## src/rtl/lcfd_pkg.sv

```systemverilog
// shared constants, types and the full-scale table of the loop current flow display
package lcfd_pkg;

   localparam int SAMPLE_BITS    = 10;
   localparam int TICK_BITS      = 16;
   localparam int FLASH_BITS     = 16;
   localparam int RANGE_BITS     = 3;
   localparam int DIGIT_BITS     = 4;
   localparam int CSR_INDEX_BITS = 3;
   localparam int CSR_DATA_BITS  = (SAMPLE_BITS > FLASH_BITS) ? SAMPLE_BITS : FLASH_BITS;
   localparam int CMP_BITS       = (TICK_BITS > FLASH_BITS) ? TICK_BITS : FLASH_BITS;

   // full-scale flow needs 9 bits; numerator 2*num*fs + span
   localparam int FS_BITS  = 9;
   localparam int NUM_BITS = SAMPLE_BITS + FS_BITS + 2;
   localparam int DIV_BITS = SAMPLE_BITS + 1;
   localparam int VAL_BITS = 14;
   localparam int BCD_BITS = 4 * DIGIT_BITS;
   localparam int CNT_BITS = $clog2(NUM_BITS + 1);

   localparam logic [VAL_BITS-1:0]    MAX_SHOWN      = VAL_BITS'(9999);
   localparam logic [SAMPLE_BITS-1:0] ADC_MAX_RESET  = SAMPLE_BITS'(1023);
   localparam logic [SAMPLE_BITS-1:0] OVER_THR_RESET = SAMPLE_BITS'(920);
   localparam logic [FLASH_BITS-1:0]  FLASH_RESET    = FLASH_BITS'(25);

   typedef enum logic [CSR_INDEX_BITS-1:0] {
      REG_ADC_MIN        = 3'd0,
      REG_ADC_MAX        = 3'd1,
      REG_RANGE_MODE     = 3'd2,
      REG_OVER_THRESHOLD = 3'd3,
      REG_FLASH_PERIOD   = 3'd4
   } csr_reg_type;

   typedef enum logic [2:0] {
      CORE_IDLE,
      CORE_MUL,
      CORE_DIV,
      CORE_SAT,
      CORE_BCD,
      CORE_DONE
   } core_state_type;

   typedef enum logic {
      TOP_IDLE,
      TOP_BUSY
   } top_state_type;

   typedef struct packed {
      logic start;
      logic ack;
   } core_cmd_type;

   typedef struct packed {
      logic idle;
      logic done;
   } core_stat_type;

   function automatic logic [FS_BITS-1:0] full_scale(input logic [RANGE_BITS-1:0] mode);
      logic [FS_BITS-1:0] fs;
      unique case (mode)
         3'd0:    fs = FS_BITS'(30);
         3'd1:    fs = FS_BITS'(50);
         3'd2:    fs = FS_BITS'(75);
         3'd3:    fs = FS_BITS'(100);
         3'd4:    fs = FS_BITS'(150);
         3'd5:    fs = FS_BITS'(200);
         3'd6:    fs = FS_BITS'(300);
         default: fs = FS_BITS'(500);
      endcase
      return fs;
   endfunction

endpackage

```

## src/rtl/lcfd_if.sv

```systemverilog
// valid/ready channel interfaces for converter samples and display frames
interface lcfd_req_if;
   logic                               valid;
   logic                               ready;
   logic [lcfd_pkg::SAMPLE_BITS-1:0]   adc_sample;

   modport source (output valid, output adc_sample, input ready);
   modport sink   (input valid, input adc_sample, output ready);
endinterface

interface lcfd_rsp_if;
   logic                               valid;
   logic                               ready;
   logic [lcfd_pkg::DIGIT_BITS-1:0]    digit_thousands;
   logic [lcfd_pkg::DIGIT_BITS-1:0]    digit_hundreds;
   logic [lcfd_pkg::DIGIT_BITS-1:0]    digit_tens;
   logic [lcfd_pkg::DIGIT_BITS-1:0]    digit_ones;
   logic [lcfd_pkg::RANGE_BITS-1:0]    range_code;
   logic                               blanked;
   logic                               saturated;

   modport source (output valid, output digit_thousands, output digit_hundreds,
                   output digit_tens, output digit_ones, output range_code,
                   output blanked, output saturated, input ready);
   modport sink   (input valid, input digit_thousands, input digit_hundreds,
                   input digit_tens, input digit_ones, input range_code,
                   input blanked, input saturated, output ready);
endinterface

```

## src/rtl/lcfd_core.sv

```systemverilog
// bit-serial scaler: shift-add multiply, restoring divide, saturate, double-dabble to bcd
module lcfd_core (
   input  logic                                clock,
   input  logic                                reset,
   input  lcfd_pkg::core_cmd_type              cmd,
   input  logic [lcfd_pkg::SAMPLE_BITS-1:0]    num,
   input  logic [lcfd_pkg::SAMPLE_BITS-1:0]    span,
   input  logic [lcfd_pkg::FS_BITS-1:0]        fs,
   input  logic                                zero,
   output lcfd_pkg::core_stat_type             stat,
   output logic [lcfd_pkg::BCD_BITS-1:0]       bcd,
   output logic                                saturated
);

   lcfd_pkg::core_state_type              state_ff, state_in;
   logic [lcfd_pkg::NUM_BITS-1:0]         acc_ff, acc_in;
   logic [lcfd_pkg::NUM_BITS-1:0]         mcand_ff, mcand_in;
   logic [lcfd_pkg::SAMPLE_BITS-1:0]      mplier_ff, mplier_in;
   logic [lcfd_pkg::DIV_BITS-1:0]         div_ff, div_in;
   logic [lcfd_pkg::DIV_BITS-1:0]         rem_ff, rem_in;
   logic                                  zero_ff, zero_in;
   logic [lcfd_pkg::VAL_BITS-1:0]         bin_ff, bin_in;
   logic [lcfd_pkg::BCD_BITS-1:0]         bcd_ff, bcd_in;
   logic                                  sat_ff, sat_in;
   logic [lcfd_pkg::CNT_BITS-1:0]         cnt_ff, cnt_in;

   logic [lcfd_pkg::DIV_BITS:0]           trial;
   logic [lcfd_pkg::DIV_BITS:0]           diff;
   logic                                  qbit;
   logic [lcfd_pkg::BCD_BITS-1:0]         adj;

   always_ff @(posedge clock) begin
      if (reset) begin
         state_ff <= lcfd_pkg::CORE_IDLE;
      end else begin
         state_ff <= state_in;
      end
   end

   always_ff @(posedge clock) begin
      acc_ff    <= acc_in;
      mcand_ff  <= mcand_in;
      mplier_ff <= mplier_in;
      div_ff    <= div_in;
      rem_ff    <= rem_in;
      zero_ff   <= zero_in;
      bin_ff    <= bin_in;
      bcd_ff    <= bcd_in;
      sat_ff    <= sat_in;
      cnt_ff    <= cnt_in;
   end

   always_comb begin
      state_in  = state_ff;
      acc_in    = acc_ff;
      mcand_in  = mcand_ff;
      mplier_in = mplier_ff;
      div_in    = div_ff;
      rem_in    = rem_ff;
      zero_in   = zero_ff;
      bin_in    = bin_ff;
      bcd_in    = bcd_ff;
      sat_in    = sat_ff;
      cnt_in    = cnt_ff;

      trial = {rem_ff, acc_ff[lcfd_pkg::NUM_BITS-1]};
      diff  = trial - {1'b0, div_ff};
      qbit  = (trial >= {1'b0, div_ff});

      for (int i = 0; i < 4; i++) begin
         if (bcd_ff[i*lcfd_pkg::DIGIT_BITS +: lcfd_pkg::DIGIT_BITS] >= 4'd5) begin
            adj[i*lcfd_pkg::DIGIT_BITS +: lcfd_pkg::DIGIT_BITS] =
               bcd_ff[i*lcfd_pkg::DIGIT_BITS +: lcfd_pkg::DIGIT_BITS] + 4'd3;
         end else begin
            adj[i*lcfd_pkg::DIGIT_BITS +: lcfd_pkg::DIGIT_BITS] =
               bcd_ff[i*lcfd_pkg::DIGIT_BITS +: lcfd_pkg::DIGIT_BITS];
         end
      end

      unique case (state_ff)
         lcfd_pkg::CORE_IDLE: begin
            if (cmd.start) begin
               // accumulator starts at span so it ends as 2*num*fs + span
               acc_in    = lcfd_pkg::NUM_BITS'(span);
               mcand_in  = lcfd_pkg::NUM_BITS'({fs, 1'b0});
               mplier_in = num;
               div_in    = {span, 1'b0};
               rem_in    = '0;
               zero_in   = zero;
               cnt_in    = '0;
               state_in  = lcfd_pkg::CORE_MUL;
            end
         end
         lcfd_pkg::CORE_MUL: begin
            if (mplier_ff[0]) begin
               acc_in = acc_ff + mcand_ff;
            end
            mcand_in  = {mcand_ff[lcfd_pkg::NUM_BITS-2:0], 1'b0};
            mplier_in = {1'b0, mplier_ff[lcfd_pkg::SAMPLE_BITS-1:1]};
            cnt_in    = cnt_ff + 1'b1;
            if (cnt_ff == lcfd_pkg::CNT_BITS'(lcfd_pkg::SAMPLE_BITS - 1)) begin
               cnt_in   = '0;
               state_in = lcfd_pkg::CORE_DIV;
            end
         end
         lcfd_pkg::CORE_DIV: begin
            // quotient bits shift in where numerator bits shift out
            rem_in = qbit ? diff[lcfd_pkg::DIV_BITS-1:0] : trial[lcfd_pkg::DIV_BITS-1:0];
            acc_in = {acc_ff[lcfd_pkg::NUM_BITS-2:0], qbit};
            cnt_in = cnt_ff + 1'b1;
            if (cnt_ff == lcfd_pkg::CNT_BITS'(lcfd_pkg::NUM_BITS - 1)) begin
               cnt_in   = '0;
               state_in = lcfd_pkg::CORE_SAT;
            end
         end
         lcfd_pkg::CORE_SAT: begin
            if (zero_ff) begin
               bin_in = '0;
               sat_in = 1'b0;
            end else if (acc_ff > lcfd_pkg::NUM_BITS'(lcfd_pkg::MAX_SHOWN)) begin
               bin_in = lcfd_pkg::MAX_SHOWN;
               sat_in = 1'b1;
            end else begin
               bin_in = acc_ff[lcfd_pkg::VAL_BITS-1:0];
               sat_in = 1'b0;
            end
            bcd_in   = '0;
            cnt_in   = '0;
            state_in = lcfd_pkg::CORE_BCD;
         end
         lcfd_pkg::CORE_BCD: begin
            {bcd_in, bin_in} = {adj[lcfd_pkg::BCD_BITS-2:0], bin_ff, 1'b0};
            cnt_in = cnt_ff + 1'b1;
            if (cnt_ff == lcfd_pkg::CNT_BITS'(lcfd_pkg::VAL_BITS - 1)) begin
               cnt_in   = '0;
               state_in = lcfd_pkg::CORE_DONE;
            end
         end
         lcfd_pkg::CORE_DONE: begin
            if (cmd.ack) begin
               state_in = lcfd_pkg::CORE_IDLE;
            end
         end
         default: begin
            state_in = lcfd_pkg::CORE_IDLE;
         end
      endcase
   end

   assign stat.idle = (state_ff == lcfd_pkg::CORE_IDLE);
   assign stat.done = (state_ff == lcfd_pkg::CORE_DONE);
   assign bcd       = bcd_ff;
   assign saturated = sat_ff;

endmodule

```

## src/rtl/loop_current_flow_display.sv

```systemverilog
// top level: config registers, flash control, handshakes and display frame register
//
// Takes one 10-bit converter sample per req transaction and returns at most one
// display frame on rsp: four decimal digits, the range code, a blank flag and a
// saturation flag. The user writes registers through csr_we/csr_index/csr_wdata, one
// per cycle, only while no sample is in flight; the block does not enforce this.
// A sample below over_threshold always gives a frame. At or above it the tick
// counter advances; only when it reaches flash_period does the phase toggle and
// a frame (digits or blank) go out, and such a sample otherwise gives none.
// A sample with no frame never lowers req.ready.
// A sample with a frame runs the bit-serial scaler: SAMPLE_BITS multiply steps,
// NUM_BITS divide steps, one saturate step and VAL_BITS bcd steps. Once it is
// done and the output register is free, rsp.valid rises and req.ready returns in
// the same cycle, so the block takes no new sample while the scaler works on one.
// The frame sits in an output register, so the next sample is taken while it
// waits; if the receiver still stalls when the following frame is done, the
// block holds that frame in the scaler and keeps req.ready low.
// Synchronous reset restores register defaults, clears the tick counter and
// flash phase and drops rsp.valid.
module loop_current_flow_display (
   input  logic                                   clock,
   input  logic                                   reset,
   lcfd_req_if.sink                               req,
   lcfd_rsp_if.source                             rsp,
   input  logic                                   csr_we,
   input  logic [lcfd_pkg::CSR_INDEX_BITS-1:0]    csr_index,
   input  logic [lcfd_pkg::CSR_DATA_BITS-1:0]     csr_wdata
);

   logic [lcfd_pkg::SAMPLE_BITS-1:0]   adc_min_ff;
   logic [lcfd_pkg::SAMPLE_BITS-1:0]   adc_max_ff;
   logic [lcfd_pkg::RANGE_BITS-1:0]    range_mode_ff;
   logic [lcfd_pkg::SAMPLE_BITS-1:0]   over_thr_ff;
   logic [lcfd_pkg::FLASH_BITS-1:0]    flash_period_ff;

   logic [lcfd_pkg::TICK_BITS-1:0]     tick_ff;
   logic                               phase_ff;
   logic                               dark_ff;
   logic [lcfd_pkg::RANGE_BITS-1:0]    range_ff;

   lcfd_pkg::top_state_type            state_ff, state_in;
   logic                               rsp_valid_ff, rsp_valid_in;
   logic [lcfd_pkg::BCD_BITS-1:0]      digits_ff;
   logic                               rsp_sat_ff;
   logic                               rsp_blank_ff;
   logic [lcfd_pkg::RANGE_BITS-1:0]    rsp_range_ff;

   logic                               accept;
   logic                               over;
   logic [lcfd_pkg::TICK_BITS-1:0]     tick_inc;
   logic                               hit;
   logic                               emit;
   logic                               load;
   lcfd_pkg::core_cmd_type             cmd;
   lcfd_pkg::core_stat_type            stat;
   logic [lcfd_pkg::BCD_BITS-1:0]      core_bcd;
   logic                               core_sat;

   // config writes
   always_ff @(posedge clock) begin
      if (reset) begin
         adc_min_ff      <= '0;
         adc_max_ff      <= lcfd_pkg::ADC_MAX_RESET;
         range_mode_ff   <= '0;
         over_thr_ff     <= lcfd_pkg::OVER_THR_RESET;
         flash_period_ff <= lcfd_pkg::FLASH_RESET;
      end else if (csr_we) begin
         unique case (lcfd_pkg::csr_reg_type'(csr_index))
            lcfd_pkg::REG_ADC_MIN:        adc_min_ff      <= csr_wdata[lcfd_pkg::SAMPLE_BITS-1:0];
            lcfd_pkg::REG_ADC_MAX:        adc_max_ff      <= csr_wdata[lcfd_pkg::SAMPLE_BITS-1:0];
            lcfd_pkg::REG_RANGE_MODE:     range_mode_ff   <= csr_wdata[lcfd_pkg::RANGE_BITS-1:0];
            lcfd_pkg::REG_OVER_THRESHOLD: over_thr_ff     <= csr_wdata[lcfd_pkg::SAMPLE_BITS-1:0];
            lcfd_pkg::REG_FLASH_PERIOD:   flash_period_ff <= csr_wdata[lcfd_pkg::FLASH_BITS-1:0];
            default: begin
            end
         endcase
      end
   end

   assign req.ready = (state_ff == lcfd_pkg::TOP_IDLE);
   assign accept    = req.valid && req.ready;
   assign over      = (req.adc_sample >= over_thr_ff);
   assign tick_inc  = tick_ff + 1'b1;
   assign hit       = (lcfd_pkg::CMP_BITS'(tick_inc) >= lcfd_pkg::CMP_BITS'(flash_period_ff));
   assign emit      = !over || hit;

   assign cmd.start = accept && emit;
   assign load      = (state_ff == lcfd_pkg::TOP_BUSY) && stat.done
                      && (!rsp_valid_ff || rsp.ready);
   assign cmd.ack   = load;

   lcfd_core u_core (
      .clock     (clock),
      .reset     (reset),
      .cmd       (cmd),
      .num       (req.adc_sample - adc_min_ff),
      .span      (adc_max_ff - adc_min_ff),
      .fs        (lcfd_pkg::full_scale(range_mode_ff)),
      .zero      ((adc_max_ff <= adc_min_ff) || (req.adc_sample <= adc_min_ff)),
      .stat      (stat),
      .bcd       (core_bcd),
      .saturated (core_sat)
   );

   // flash counter and phase
   always_ff @(posedge clock) begin
      if (reset) begin
         tick_ff  <= '0;
         phase_ff <= 1'b0;
      end else if (accept && over) begin
         if (hit) begin
            tick_ff  <= '0;
            phase_ff <= ~phase_ff;
         end else begin
            tick_ff <= tick_inc;
         end
      end
   end

   // frame attributes captured with the transaction; dark when the phase flips back to zero
   always_ff @(posedge clock) begin
      if (cmd.start) begin
         dark_ff  <= over && phase_ff;
         range_ff <= range_mode_ff;
      end
   end

   always_ff @(posedge clock) begin
      if (reset) begin
         state_ff     <= lcfd_pkg::TOP_IDLE;
         rsp_valid_ff <= 1'b0;
      end else begin
         state_ff     <= state_in;
         rsp_valid_ff <= rsp_valid_in;
      end
   end

   always_comb begin
      state_in     = state_ff;
      rsp_valid_in = rsp_valid_ff && !rsp.ready;
      if (load) begin
         rsp_valid_in = 1'b1;
      end
      unique case (state_ff)
         lcfd_pkg::TOP_IDLE: begin
            if (cmd.start) begin
               state_in = lcfd_pkg::TOP_BUSY;
            end
         end
         lcfd_pkg::TOP_BUSY: begin
            if (load) begin
               state_in = lcfd_pkg::TOP_IDLE;
            end
         end
         default: begin
            state_in = lcfd_pkg::TOP_IDLE;
         end
      endcase
   end

   always_ff @(posedge clock) begin
      if (load) begin
         digits_ff    <= dark_ff ? '0 : core_bcd;
         rsp_sat_ff   <= core_sat && !dark_ff;
         rsp_blank_ff <= dark_ff;
         rsp_range_ff <= range_ff;
      end
   end

   assign rsp.valid           = rsp_valid_ff;
   assign rsp.digit_thousands = digits_ff[15:12];
   assign rsp.digit_hundreds  = digits_ff[11:8];
   assign rsp.digit_tens      = digits_ff[7:4];
   assign rsp.digit_ones      = digits_ff[3:0];
   assign rsp.range_code      = rsp_range_ff;
   assign rsp.blanked         = rsp_blank_ff;
   assign rsp.saturated       = rsp_sat_ff;

   a_start_when_core_idle: assert property (@(posedge clock) disable iff (reset)
      cmd.start |-> stat.idle)
      else $error("scaler started while busy");

   a_done_only_when_busy: assert property (@(posedge clock) disable iff (reset)
      stat.done |-> (state_ff == lcfd_pkg::TOP_BUSY))
      else $error("scaler finished with no transaction pending");

   a_load_sets_valid: assert property (@(posedge clock) disable iff (reset)
      load |=> rsp_valid_ff)
      else $error("finished frame not presented");

   a_digits_decimal: assert property (@(posedge clock) disable iff (reset)
      rsp_valid_ff |-> (digits_ff[15:12] <= 4'd9) && (digits_ff[11:8] <= 4'd9)
                    && (digits_ff[7:4] <= 4'd9) && (digits_ff[3:0] <= 4'd9))
      else $error("non-decimal digit on display frame");

   a_blank_is_dark: assert property (@(posedge clock) disable iff (reset)
      (rsp_valid_ff && rsp_blank_ff) |-> (digits_ff == '0) && !rsp_sat_ff)
      else $error("blanked frame carries digits");

endmodule

```

## src/flat_wrapper.sv

```systemverilog
// flat-port wrapper written by rule: the top's interface ports become plain ports
module loop_current_flow_display_flat 
  (clock, reset, csr_we, csr_index, csr_wdata, req_valid, req_adc_sample, req_ready, rsp_valid, rsp_digit_thousands, rsp_digit_hundreds, rsp_digit_tens, rsp_digit_ones, rsp_range_code, rsp_blanked, rsp_saturated, rsp_ready);
  lcfd_req_if req_i ();
  lcfd_rsp_if rsp_i ();
  input  logic clock;
  input  logic reset;
  input  logic csr_we;
  input  logic [lcfd_pkg::CSR_INDEX_BITS-1:0] csr_index;
  input  logic [lcfd_pkg::CSR_DATA_BITS-1:0] csr_wdata;
  input wire logic [$bits(req_i.valid)-1:0] req_valid;
  input wire logic [$bits(req_i.adc_sample)-1:0] req_adc_sample;
  output wire logic [$bits(req_i.ready)-1:0] req_ready;
  output wire logic [$bits(rsp_i.valid)-1:0] rsp_valid;
  output wire logic [$bits(rsp_i.digit_thousands)-1:0] rsp_digit_thousands;
  output wire logic [$bits(rsp_i.digit_hundreds)-1:0] rsp_digit_hundreds;
  output wire logic [$bits(rsp_i.digit_tens)-1:0] rsp_digit_tens;
  output wire logic [$bits(rsp_i.digit_ones)-1:0] rsp_digit_ones;
  output wire logic [$bits(rsp_i.range_code)-1:0] rsp_range_code;
  output wire logic [$bits(rsp_i.blanked)-1:0] rsp_blanked;
  output wire logic [$bits(rsp_i.saturated)-1:0] rsp_saturated;
  input wire logic [$bits(rsp_i.ready)-1:0] rsp_ready;
  assign req_i.valid = req_valid;
  assign req_i.adc_sample = req_adc_sample;
  assign req_ready = req_i.ready;
  assign rsp_valid = rsp_i.valid;
  assign rsp_digit_thousands = rsp_i.digit_thousands;
  assign rsp_digit_hundreds = rsp_i.digit_hundreds;
  assign rsp_digit_tens = rsp_i.digit_tens;
  assign rsp_digit_ones = rsp_i.digit_ones;
  assign rsp_range_code = rsp_i.range_code;
  assign rsp_blanked = rsp_i.blanked;
  assign rsp_saturated = rsp_i.saturated;
  assign rsp_i.ready = rsp_ready;
  loop_current_flow_display u_core (.clock(clock), .reset(reset), .req(req_i), .rsp(rsp_i), .csr_we(csr_we), .csr_index(csr_index), .csr_wdata(csr_wdata));
endmodule
```

## config.mk

```make
export PLATFORM = sky130hd
export DESIGN_NAME = loop_current_flow_display_flat
export DESIGN_NICKNAME = d
export VERILOG_FILES = /design/src/rtl/lcfd_pkg.sv /design/src/rtl/lcfd_if.sv /design/src/rtl/lcfd_core.sv /design/src/rtl/loop_current_flow_display.sv /design/src/flat_wrapper.sv
export SDC_FILE = /design/constraint.sdc
export NUM_CORES = 1
export LEC_CHECK = 0
export BUFFER_PORTS_ARGS = -buffer_cell sky130_fd_sc_hd__buf_2
export CAP_MARGIN = 40
export CELL_PAD_IN_SITES_DETAIL_PLACEMENT = 1
export CELL_PAD_IN_SITES_GLOBAL_PLACEMENT = 1
export CORE_MARGIN = 5
export CORE_UTILIZATION = 30
export DETAILED_ROUTE_END_ITERATION = 7
export GPL_ROUTABILITY_DRIVEN = 0
export PLACE_DENSITY = 0.58
export SYNTH_ARGS = -nofsm -noshare
export SYNTH_HDL_FRONTEND = slang
export SYNTH_SLANG_ARGS = --single-unit
```

## constraint.sdc

```tcl
create_clock -name clock -period 7.76 [get_ports clock]
set_clock_uncertainty 0.05 [all_clocks]
set_input_delay 0.388 -clock clock [delete_from_list [all_inputs] [get_ports clock]]
set_output_delay 0.388 -clock clock [all_outputs]
set_load 0.02 [all_outputs]
```

==> flow_summary.ini <==
[global_routing]
grt_first_pass_wirelength_um = 50600
grt_max_degree = 54
grt.overflow.total = 0
antenna_found_initial = 0
first_global_vias = 9457
grt_use_total = 0.146

[timing]
hold_violations = 0
fmax_mhz = 201
setup_slack_ps = 2800
setup_viol = 0
period_share = 0.640
fin_crit_ps = 4960
drv_slew = 0
relSlewSlack = 0.437
worst_slew_pin_slew_ps = 844
rsz0062_at_grt = false
tns_ps = 0

[power_and_ir_drop]
power.density_mw_per_mm2 = 314
power_mw = 4.18
combPwrFrac = 0.325
internal_power_mw = 2.70
pwr-share-seq = 0.396
vdd_drop_max_v = 0.000182
swShare = 0.354
p_sw_mw = 1.48
pwr-share-clk = 0.278
p_leak_nw = 5.13

[outcome]
status = completed

[route]
drtAntennaViolNets = 0
routedWlPerCell_um = 17.2
viasPerCell = 4.95
firstDrtPassIters = 4
drc_errors = 0
drt_iter0_markers = 357
finalWirelength_um = 30700
vias = 8847

[critical_path]
slowest_stage = a31oi_2
crit_chain = ha_1 -> and3_1 -> and3_1 -> nand3_1 -> or3_1 -> xnor2_1 -> ha_1 -> nand4_1 -> nor2_1 -> nand3b_2 -> and3_2 -> a31oi_2 -> o21a_1 -> buf_4
path_class = flop to flop
worstPathMaxFanout = 18
worst_r2r_endpoint = u_core.u_core.mcand_ff[20]
r2r-start = u_core.tick_ff[0]
max_stage_delay_ps = 590
path_delay_family = simple AND/OR/NAND/NOR gates
cp_num_buf_inv = 1
ff2ff_path_depth = 14
critical_path_required_ps = 7910
cp-end-kind = flop
start_kind = flop
crit_arrival_ps = 5120
regToRegSetupSlack_ps = 2800

[clocking]
cts_buffer_depth = 3
ctsResizeCount = 0
htreeDepth = 1
tritoncts = yes
cts_sinks = 205
postCtsHoldBufs = 0
clock_latency_ps = 540
clkTransAtPathRegs_ps = 60
numCtsBuffers = 26
cts_setup_buffers = 0
root_buffer = clkbuf_16

[job]
drv_cap = 0

[floorplanning]
die_w_um = 207
row_count = 72
pin_count = 57
fp.dieH_um = 207
start_util = 0.301
core_area_mm2 = 0.0385
dieArea_mm2 = 0.0427

[synth]
synth-compound-area-share = 0.154
synthArstFlopShare = 0
synth_cells = 1194
synth_area_mm2 = 0.0116
synthXorXnorAreaFrac = 0.0461
seq_area_frac_synth = 0.470
synth_top_family_by_area = simple AND/OR/NAND/NOR gates
syn_nets = 1319
ys.flop_type = edfxtp_1
syn_avg_cell_area_um2 = 9.71
ys_ff_latch = 205
yosys_warnings = 0
ys_types = 76
synth_edf_count = 134
yosys.area_share.adder = 0.102
synthSimpleGateAreaFrac = 0.177
synth_mux_area_frac = 0.0121

[layout]
syn2layout_area_growth_pct = 14.8
post-route-util = 0.346
fill_cells = 4454
nets = 1374
n_antenna_cell = 0
drive_above_1_share = 0.101

[hold_path]
hold_depth = 3
hold_path_end = u_core.flash_period_ff[10]
min_from = csr_wdata[10]
hp-class = input port to flop

[place]
port_buffers = 56
dpl_worst_slack_ps = 2790
hpwl_um = 22500
## power groups by stage
stage	Sequential, mW	Clock, mW	Combinational, mW
global route	1.68	1.25	1.54
finish	1.66	1.16	1.36
CTS	1.66	1.20	1.38
global placement	1.68	0	1.34
floorplan	1.59	0	1.04
detailed placement	1.68	0	1.36
## how the worst max path moves through the flow
| stage | start | to | slack (ps) | depth (start not counted) |
|---|---|---|---|---|
| 5_1_grt | u_core.tick_ff[0] | u_core.u_core.mcand_ff[16] | 2500 | 14 |
| 3_3_place_gp | u_core.tick_ff[0] | u_core.u_core.mcand_ff[20] | 2910 | 14 |
| 3_5_place_dp | u_core.tick_ff[0] | u_core.u_core.mcand_ff[20] | 2790 | 14 |
| 4_1_cts | u_core.tick_ff[0] | u_core.u_core.mcand_ff[16] | 2760 | 14 |
| 2_1_floorplan | u_core.tick_ff[0] | u_core.u_core.acc_ff[10] | 3050 | 14 |
| 6_report | u_core.tick_ff[0] | u_core.u_core.mcand_ff[20] | 2800 | 14 |
## sequential cells by signal, summed over array words and instances (netlist names), 10 cells and up
register / count
u_core.u_core.bcd: 16
u_core.u_core.mplier_ff: 10
u_core.u_core.bin_ff: 14
u_core.over_thr_ff: 10
u_core.adc_max_ff: 10
u_core.u_core.acc_ff: 21
u_core.tick_ff: 16
u_core.flash_period_ff: 16
u_core.u_core.rem_ff: 11
u_core.adc_min_ff: 10
u_core.u_core.mcand_ff: 20
u_core.u_core.div_ff: 10
u_core.digits_ff: 16
## final cells by class
type | instances | area (um2) | area share
Clock inverter | 8 | 62.6 | 0.00470
Tap cell | 518 | 648 | 0.0487
Sequential cell | 205 | 5450 | 0.409
Timing Repair Buffer | 70 | 413 | 0.0310
Multi-Input combinational cell | 870 | 5700 | 0.428
Clock buffer | 40 | 754 | 0.0567
Inverter | 76 | 285 | 0.0214
## worst min-delay path, cell delays in order
cell and delay (ps):
buf_2 100, nand2_1 40, a21oi_1 50
## cell families (layout without fill, tap and decap cells)
kind of cell               Yosys count  in the layout
and+or+nand+nor                    431            431
AOI/OAI and AO/OA                  272            272
DFF                                205            205
buffers and inverters              119            194
adders and majority gates           92             92
xor gates and xnor gates            61             61
muxes                               14             14
## layout by cell type, fill, tap and decap left out, types with 5 or more instances in the layout
master and instances:
inv_1 76, ha_1 87, xnor2_1 34, dfxtp_1 71
o211ai_1 11, clkinv_2 5, o21ai_0 43, nor2b_1 25
a31oi_1 5, buf_4 12, nand2b_1 13, clkbuf_1 10
clkbuf_16 27, a32oi_1 5, nand4_1 8, buf_2 56
a221o_1 5, edfxtp_1 134, a22o_1 8, nor3_1 21
nand3_1 36, and3_1 28, nor2_1 98, a21o_1 19
xor2_1 27, a21oi_1 95, nor4_1 7, or3_1 5
a211oi_1 8, nand2_1 157, o31ai_1 17, o41ai_1 5
o21a_1 12, mux2i_1 14
## cell usage after synthesis, types with 5 or more instances
cell type / n / area, um2
nand2_1: 157 / 589
edfxtp_1: 134 / 4020
nor2_1: 98 / 368
a21oi_1: 96 / 480
ha_1: 87 / 1090
inv_1: 76 / 285
dfxtp_1: 71 / 1420
o21ai_0: 43 / 215
clkbuf_1: 38 / 143
nand3_1: 36 / 180
xnor2_1: 34 / 298
and3_1: 28 / 175
xor2_1: 27 / 236
nor2b_1: 25 / 156
nor3_1: 22 / 110
a21o_1: 19 / 143
o31ai_1: 17 / 128
mux2i_1: 14 / 140
nand2b_1: 13 / 81.3
o21a_1: 12 / 90.1
o211ai_1: 11 / 82.6
a211oi_1: 8 / 60.1
a22o_1: 8 / 70.1
nand4_1: 8 / 50.1
nor4_1: 7 / 43.8
a221o_1: 5 / 50.1
a31oi_1: 5 / 31.3
a32oi_1: 5 / 43.8
o41ai_1: 5 / 43.8
or3_1: 5 / 31.3
## per-stage QoR
step	hold slack [ps]	instance area [um2]	cells
floorplan	350	11600	1194
global placement	393	12400	1736
detailed placement	398	12500	1739
CTS	9.90	13300	1787
global route	33.5	13300	1787
finish	33.2	13300	1787
## per-layer routing
layer  up-vias  GRT usage  part of all wire  routed length, um
li1       4393          -                 -                  -
met5         -          0                 0                  0
met3        35     0.0212             0.030                907
met4         0     0.0309             0.018                562
met1      4311      0.197              0.48              14800
met2       108      0.250              0.47              14500
No activity file was read; power rests on OpenSTA's default activity.
